`config.mk`:
```
export PLATFORM = sky130hd
export DESIGN_NAME = wcu_ctrl
export DESIGN_NICKNAME = d
export VERILOG_FILES = /design/src/sv/wcu_pkg.sv /design/src/sv/wcu_ctrl.sv
export SDC_FILE = /design/constraint.sdc
export NUM_CORES = 1
export LEC_CHECK = 0
export BUFFER_PORTS_ARGS = -buffer_cell sky130_fd_sc_hd__buf_2
export CAP_MARGIN = 15
export CORE_AREA = 2 2 39 41
export DETAILED_ROUTE_END_ITERATION = 8
export DIE_AREA = 0 0 41 43
export RECOVER_POWER = 50
export SYNTH_ARGS = -nofsm -noshare
export SYNTH_HDL_FRONTEND = slang
export SYNTH_SLANG_ARGS = --single-unit
```
`constraint.sdc`:
```
create_clock -name i_clk -period 3.48 [get_ports i_clk]
set_clock_uncertainty 0.05 [all_clocks]
set_input_delay 0.174 -clock i_clk [delete_from_list [all_inputs] [get_ports i_clk]]
set_output_delay 0.174 -clock i_clk [all_outputs]
set_load 0.03 [all_outputs]
```
`src/sv/wcu_pkg.sv`:
```
package wcu_pkg;

    localparam int MaxColumnsDef = 64;
    localparam int MaxSlicesDef  = 256;

    localparam logic [1:0] CmdLoadThr = 2'd0;
    localparam logic [1:0] CmdWrSpin  = 2'd1;
    localparam logic [1:0] CmdCluster = 2'd2;
    localparam logic [1:0] CmdReseed  = 2'd3;

    localparam logic [1:0] RegColumns  = 2'd0;
    localparam logic [1:0] RegSlices   = 2'd1;
    localparam logic [1:0] RegTempThr  = 2'd2;

    typedef struct packed {
        logic [1:0]  cmd;
        logic [5:0]  column;
        logic [7:0]  time_slice;
        logic [15:0] threshold;
        logic        spin_up;
        logic [31:0] rng_seed;
    } t_in_word;

    typedef struct packed {
        logic [14:0] cluster_size;
        logic [14:0] up_spins;
    } t_out_word;

    function automatic logic [31:0] xorshift(input logic [31:0] s);
        logic [31:0] x;
        x = s ^ (s << 13);
        x = x ^ (x >> 17);
        x = x ^ (x << 5);
        return x;
    endfunction

endpackage

```
`src/sv/wcu_ctrl.sv`:
```
module wcu_ctrl
    import wcu_pkg::*;
(
    input  logic i_clk,
    input  logic i_rst_n,
    input  logic i_start,
    input  logic [1:0] i_cmd,
    input  logic i_in_lattice,
    input  logic i_stack_empty,
    input  logic i_clear_done,
    output logic o_busy,
    output logic o_clear,
    output logic o_latch,
    output logic o_seed,
    output logic o_pop,
    output logic o_addr_nb,
    output logic o_test_nb,
    output logic [1:0] o_nb,
    output logic o_done
);
    typedef enum logic [3:0] {
        S_CLEAR, S_IDLE, S_WRITE, S_SEED, S_POP, S_WAITPOP, S_NBADDR, S_NBWAIT,
        S_NBTEST, S_DONE
    } t_state;

    t_state     r_state;
    logic [1:0] r_nb;

    always_ff @(posedge i_clk) begin
        if (!i_rst_n) begin
            r_state <= S_CLEAR;
            r_nb    <= '0;
        end else begin
            case (r_state)
                S_CLEAR: if (i_clear_done) r_state <= S_IDLE;
                S_IDLE: if (i_start) begin
                    if (i_cmd == CmdCluster && i_in_lattice) r_state <= S_SEED;
                    else r_state <= S_WRITE;
                end
                // old spin comes back here, spin write and up count settle
                S_WRITE: r_state <= S_DONE;
                S_SEED: r_state <= S_POP;
                S_POP: begin
                    if (i_stack_empty) r_state <= S_DONE;
                    else r_state <= S_WAITPOP;
                end
                S_WAITPOP: begin
                    r_nb    <= '0;
                    r_state <= S_NBADDR;
                end
                S_NBADDR: r_state <= S_NBWAIT;
                S_NBWAIT: r_state <= S_NBTEST;
                S_NBTEST: begin
                    r_nb    <= r_nb + 2'd1;
                    r_state <= (r_nb == 2'd3) ? S_POP : S_NBADDR;
                end
                S_DONE: r_state <= S_IDLE;
                default: r_state <= S_IDLE;
            endcase
        end
    end

    assign o_busy    = (r_state != S_IDLE);
    assign o_clear   = (r_state == S_CLEAR);
    assign o_latch   = (r_state == S_IDLE) && i_start;
    assign o_seed    = (r_state == S_SEED);
    assign o_pop     = (r_state == S_POP) && !i_stack_empty;
    // neighbor register loads in S_NBADDR, its spin read goes out in S_NBWAIT
    assign o_addr_nb = (r_state == S_NBWAIT);
    assign o_test_nb = (r_state == S_NBTEST);
    assign o_nb      = r_nb;
    assign o_done    = (r_state == S_DONE);
endmodule

```
==> results of run 1 <==
[state kept, by name, indices dropped and copies added, names as in the netlist]
register and cells:
o_nb 2, r_state 4
[layout by cell type (no fill, tap or decap), types with 3 or more instances in the layout]
cell type	count
and3_1	3
buf_2	14
clkbuf_1	3
clkbuf_4	3
dfxtp_1	6
inv_1	5
nor2_1	3
nor2b_1	3
nor3_1	3
o21ai_0	4
[layer usage]
layer  global-route usage (%)  vias to the layer above  wire [um]
li1                         -                      240          -
met1                    12.86                      216        458
met2                    23.44                       16        498
met3                    4.712                        5         72
met4                    10.00                        0         34
met5                        0                        -          0
[worst max-delay path by stage]
stage                from  slack (ns)  depth (start not counted)        end
5_1_grt        r_state[3]        1.47                          3  o_test_nb
3_5_place_dp   r_state[3]        1.89                          3  o_test_nb
3_3_place_gp   r_state[3]        1.91                          3  o_test_nb
4_1_cts        r_state[3]        1.62                          3  o_test_nb
2_1_floorplan  r_state[1]        1.66                          3      o_pop
6_report       r_state[3]        1.56                          3  o_test_nb
[where the power goes]
part	internal [uW]	total [uW]	switching, uW
registers	79.3	104	24.6
clock network	39.3	68.3	29.0
logic	42.9	117	73.9
total	161	289	128
[critical path: stages (launching register included)]
cell	delay (ns)
dfxtp_1	0.54
or4b_1	0.58
inv_1	0.11
buf_2	0.20
[cell type report]
class / count / area (um^2) / share of cell area, %
sequential: 6 / 120.1 / 22.22
multi-input combinational: 41 / 277.8 / 51.39
clock buffer: 3 / 22.52 / 4.167
tap: 16 / 20.02 / 3.704
timing repair buffer: 17 / 81.33 / 15.05
inverter: 5 / 18.77 / 3.472
[stage by stage]
stage	instances	utilization (%)	setup WS, ns	total power (uW)
floorplan	56	-	1.657	199.1
global placement	85	38.16	1.908	228.5
detailed placement	85	38.16	1.886	227.4
CTS	88	39.78	1.623	295.8
global route	88	39.06	1.472	306.9
finish	88	39.06	1.560	289.1
[cells by family after synthesis]
family | Yosys count
buf+inv | 9
compound gates | 15
flops | 6
fa+ha+maj | 1
simple gates | 25
==> impl_metrics.toml, run 1 <==
[sta]
max-slew-margin-rel_pct = 72.13
rsz0062_at_grt = "false"
fin_tns_setup_ns = 0
worst_slew_pin_slew_ns = 0.4174
hold_ws_ns = 0.1460
setup_viol = 0
drv_slew = 0
final.period_utilization_pct = 55.16
post-route-min-period_ns = 1.920
hold_viol = 0
fmax_ghz = 0.5209

[cts]
insertion_delay_ns = 0.25
cts_hold_buf = 0
cts_tree = "built"
htreeDepth = 1
clk_pin_slew_ns = 0.05
root_buffer = "clkbuf_4"
clockBufferDepth = 2
cts_buffers = 3
cts.repair.resized = 0
cts_sinks = 6
cts_setup_buffers = 0

[floorplanning]
dieArea_um2 = 1763
die_y_um = 43
die_w_um = 41
rows = 14
core_um2 = 1384
initial_core_util_pct = 32.37
io_pins = 18

[yosys]
syn-cell-area_um2 = 447.9
yosysWarnings = 0
synth_area_per_cell_um2 = 7.999
synth_top_area_cell = "dfxtp_1"
synth_top_family_by_area = "simple AND/OR/NAND/NOR gates"
ys_seq_area_share_pct = 26.82
synthArstFlopShare_pct = 0
synth_mux_area_share_pct = 0
synth.most_common_cell = "dfxtp_1"
yosys.cell_types.count = 31
synthTopCellsByArea = "dfxtp_1 27%, o21ai_0 4.5%, and3_1 4.2%"
synth-edff-count = 0
synth_ff_type = "dfxtp_1"
yosysTopAreaCellShare_pct = 26.82
synth_compound_area_share_pct = 25.98
syn_nets = 65
synth_simple_gate_area_share_pct = 34.64
netlist_instances = 56
synthAdderAreaFrac_pct = 2.793
ys_seq_elements = 6
synthTopCellsByCount = "6 x dfxtp_1, 5 x inv_1, 4 x o21ai_0"
synth-xor-area-share_pct = 0

[critical_path]
worst_r2r_path_depth = 3
worstReg2RegStart = "r_state[3]"
reg2reg_to = "r_state[2]"
r2r_slack_ns = 1.84
cp.required_ns = 3.26
crit_arrival_ns = 1.70
cp-end-kind = "primary output"
crit_fanout = 13
timing.setup.critical_path_class = "flop to primary output"
cp-start-kind = "flop"

[final_layout]
areaGrowthSynthToFinish_pct = 20.67
drive_above_1_share_pct = 26.39
final_net_count = 83
finalInstanceArea_um2 = 540.5
antenna_cells = 0
fillCellCount = 158

[grt]
grt_overflow = 0
antenna_found_initial = 0
grt_pass1_vias = 429
grt_pass1_wl_um = 1628
grt_usage_pct = 13.96
grt_start_max_net_pins = 14

[detailed_routing]
route.detailed.drc = 0
dr_total_vias = 477
firstDrtPassIters = 2
via_per_inst = 5.420
post_drt_wl_per_cell_um = 12.09
ant_nets = 0
drt-total-wl_um = 1064
drt_iter0_drc = 17

[job]
cap_violations = 0

[placed_design]
port-buffer-count = 17
detailed_place.area_um2 = 528.0
gp_congestion = 0.7146
place_hpwl_um = 800.7

[run_status]
status = "completed"

[hold_path]
holdPathEnd = "r_state[1]"
min_from = "i_rst_n"
hold_depth = 2
hp-class = "input port to flop"

[power]
leakagePower_uw = 0.0002508
power.density_nw_per_um2 = 534.9
ir_drop_uv = 163.7
No activity file was read; power rests on OpenSTA's default activity.
==> run 2, diff against run 1 <==
==> constraint.sdc (replaced) <==
create_clock -name i_clk -period 1.65 [get_ports i_clk]
set_clock_uncertainty 0.05 [all_clocks]
set_input_delay 0.0825 -clock i_clk [delete_from_list [all_inputs] [get_ports i_clk]]
set_output_delay 0.0825 -clock i_clk [all_outputs]
set_load 0.03 [all_outputs]
==> run 2 against run 1 <==
  * Sequential power increased by 96%
  * Non-clock buffer count increased by 2
  * Design area rose by 6.3%
  * Total power rose by 120%
==> impl_metrics.toml, run 2 (same netlist as run 1, synthesis figures left out) <==
[cts]
htreeDepth = 1
cts_buffers = 3
clockBufferDepth = 2
root_buffer = "clkbuf_4"
cts_setup_buffers = 0
cts_tree = "built"
clk_pin_slew_ns = 0.05
cts_sinks = 6
insertion_delay_ns = 0.25

[sta]
fmax_ghz = 0.6233
final.period_utilization_pct = 97.24
post-route-min-period_ns = 1.604
drv_slew = 0
max-slew-margin-rel_pct = 74.72
setup_viol = 0
hold_viol = 0
fin_ws_ns = 0.04552
worst_slew_pin_slew_ns = 0.3696
rsz0062_at_grt = "false"

[power]
leakagePower_uw = 0.0002659
power_frac_clock_pct = 22.5
p_comb_share_pct = 46.0
total_power_uw = 646.9
internal-power_uw = 366.1
seqPwrFrac_pct = 31.6
ir_drop_uv = 338.2
power.density_nw_per_um2 = 1126
power.switching_uw = 280.8
switching_share_pct = 43.40

[floorplanning]
core_um2 = 1384
dieArea_um2 = 1763
rows = 14
io_pins = 18
initial_core_util_pct = 32.37
die_w_um = 41
die_y_um = 43

[critical_path]
crit_fanout = 12
crit_chain = "or4b_4, inv_1, buf_4"
crit_arrival_ns = 1.47
cp_slowest_cell = "or4b_4"
cp.required_ns = 1.52
timing.setup.critical_path_class = "flop to primary output"
cp-end-kind = "primary output"
max_stage_delay_ns = 0.57
cp-start-kind = "flop"

[run_status]
status = "completed"

[detailed_routing]
drt-total-wl_um = 1226
post_drt_wl_per_cell_um = 13.62
drt_iter0_drc = 11
via_per_inst = 5.589
route.detailed.drc = 0
firstDrtPassIters = 4
ant_nets = 0
dr_total_vias = 503

[final_layout]
largest_register_ffs = 4
final_common_cell = "buf_2"
antenna_cells = 0
most-common-layout-cells = "13 x buf_2, 5 x inv_1, 4 x o21ai_0"
areaGrowthSynthToFinish_pct = 28.21
top_register = "r_state"
fillCellCount = 143
drive_above_1_share_pct = 36.49
instances_no_fill = 90
final_net_count = 85

[grt]
grt_usage_pct = 14.97
grt_pass1_vias = 439
antenna_found_initial = 0
grt_start_max_net_pins = 13
grt_pass1_wl_um = 1800
grt_overflow = 0

[placed_design]
place_ws_ns = 0.1904
gp_congestion = 0.7657
place_hpwl_um = 889.4
port-buffer-count = 17
dp.cells = 87

[job]
cap_violations = 0

[hold_path]
hp-class = "input port to flop"
[run 2: through the flow]
stage	TNS, ns	instance area [um^2]	hold slack [ns]	util [%]
floorplan	-0.005199	454.2	0.1637	-
global placement	0	549.3	0.3253	39.69
detailed placement	0	549.3	0.3278	39.69
CTS	0	573.1	0.05727	41.41
global route	0	574.3	0.05489	41.50
finish	0	574.3	0.06066	41.50
[run 2: path summary, 6_finish.rpt]
kind	start	end	slack, ns	depth (start not counted)
max	r_state[1]	o_test_nb	0.05	3
min	i_rst_n	r_state[1]	0.06	2
max reg2reg	r_state[1]	r_state[2]	0.21	3
min reg2reg	o_nb[0]	o_nb[0]	0.48	2
[run 2: critical path, delay by kind of cell (launching register included)]
kind | cells | cell delay, ns
buffers and inverters | 2 | 0.28
and+or+nand+nor | 1 | 0.57
DFF | 1 | 0.37
[run 2: area by class of cell]
class | instances | area [um^2] | share of cell area, %
multi-input cells | 41 | 290.3 | 50.54
flip-flops and latches | 6 | 123.9 | 21.57
repair buffers | 19 | 98.84 | 17.21
clock buffers | 3 | 22.52 | 3.922
well taps | 16 | 20.02 | 3.486
inverters | 5 | 18.77 | 3.268
[run 2: layer usage]
metal  global-route usage (%)  vias up  wire length [um]
met5                        0        -                 0
li1                         -      244                 -
met2                    24.69       25               594
met3                    3.665        4                85
met4                    7.333        0                17
met1                    16.77      230               529
[run 2: timing repair]
action | 4_1_cts | 5_1_grt
hold buffers | 0 | 0
gates cloned | 0 | 0
endpoints found under the setup margin | 1 | 1
gates resized for setup | 1 | 4
endpoints found under the hold margin | 0 | 0
[run 2: power by group through the flow]
stage | Clock, uW | Combinational, uW | Sequential, uW
floorplan | 0 | 226 | 197
global placement | 0 | 294 | 202
detailed placement | 0 | 293 | 202
CTS | 149 | 297 | 200
global route | 158 | 323 | 207
finish | 145 | 297 | 204
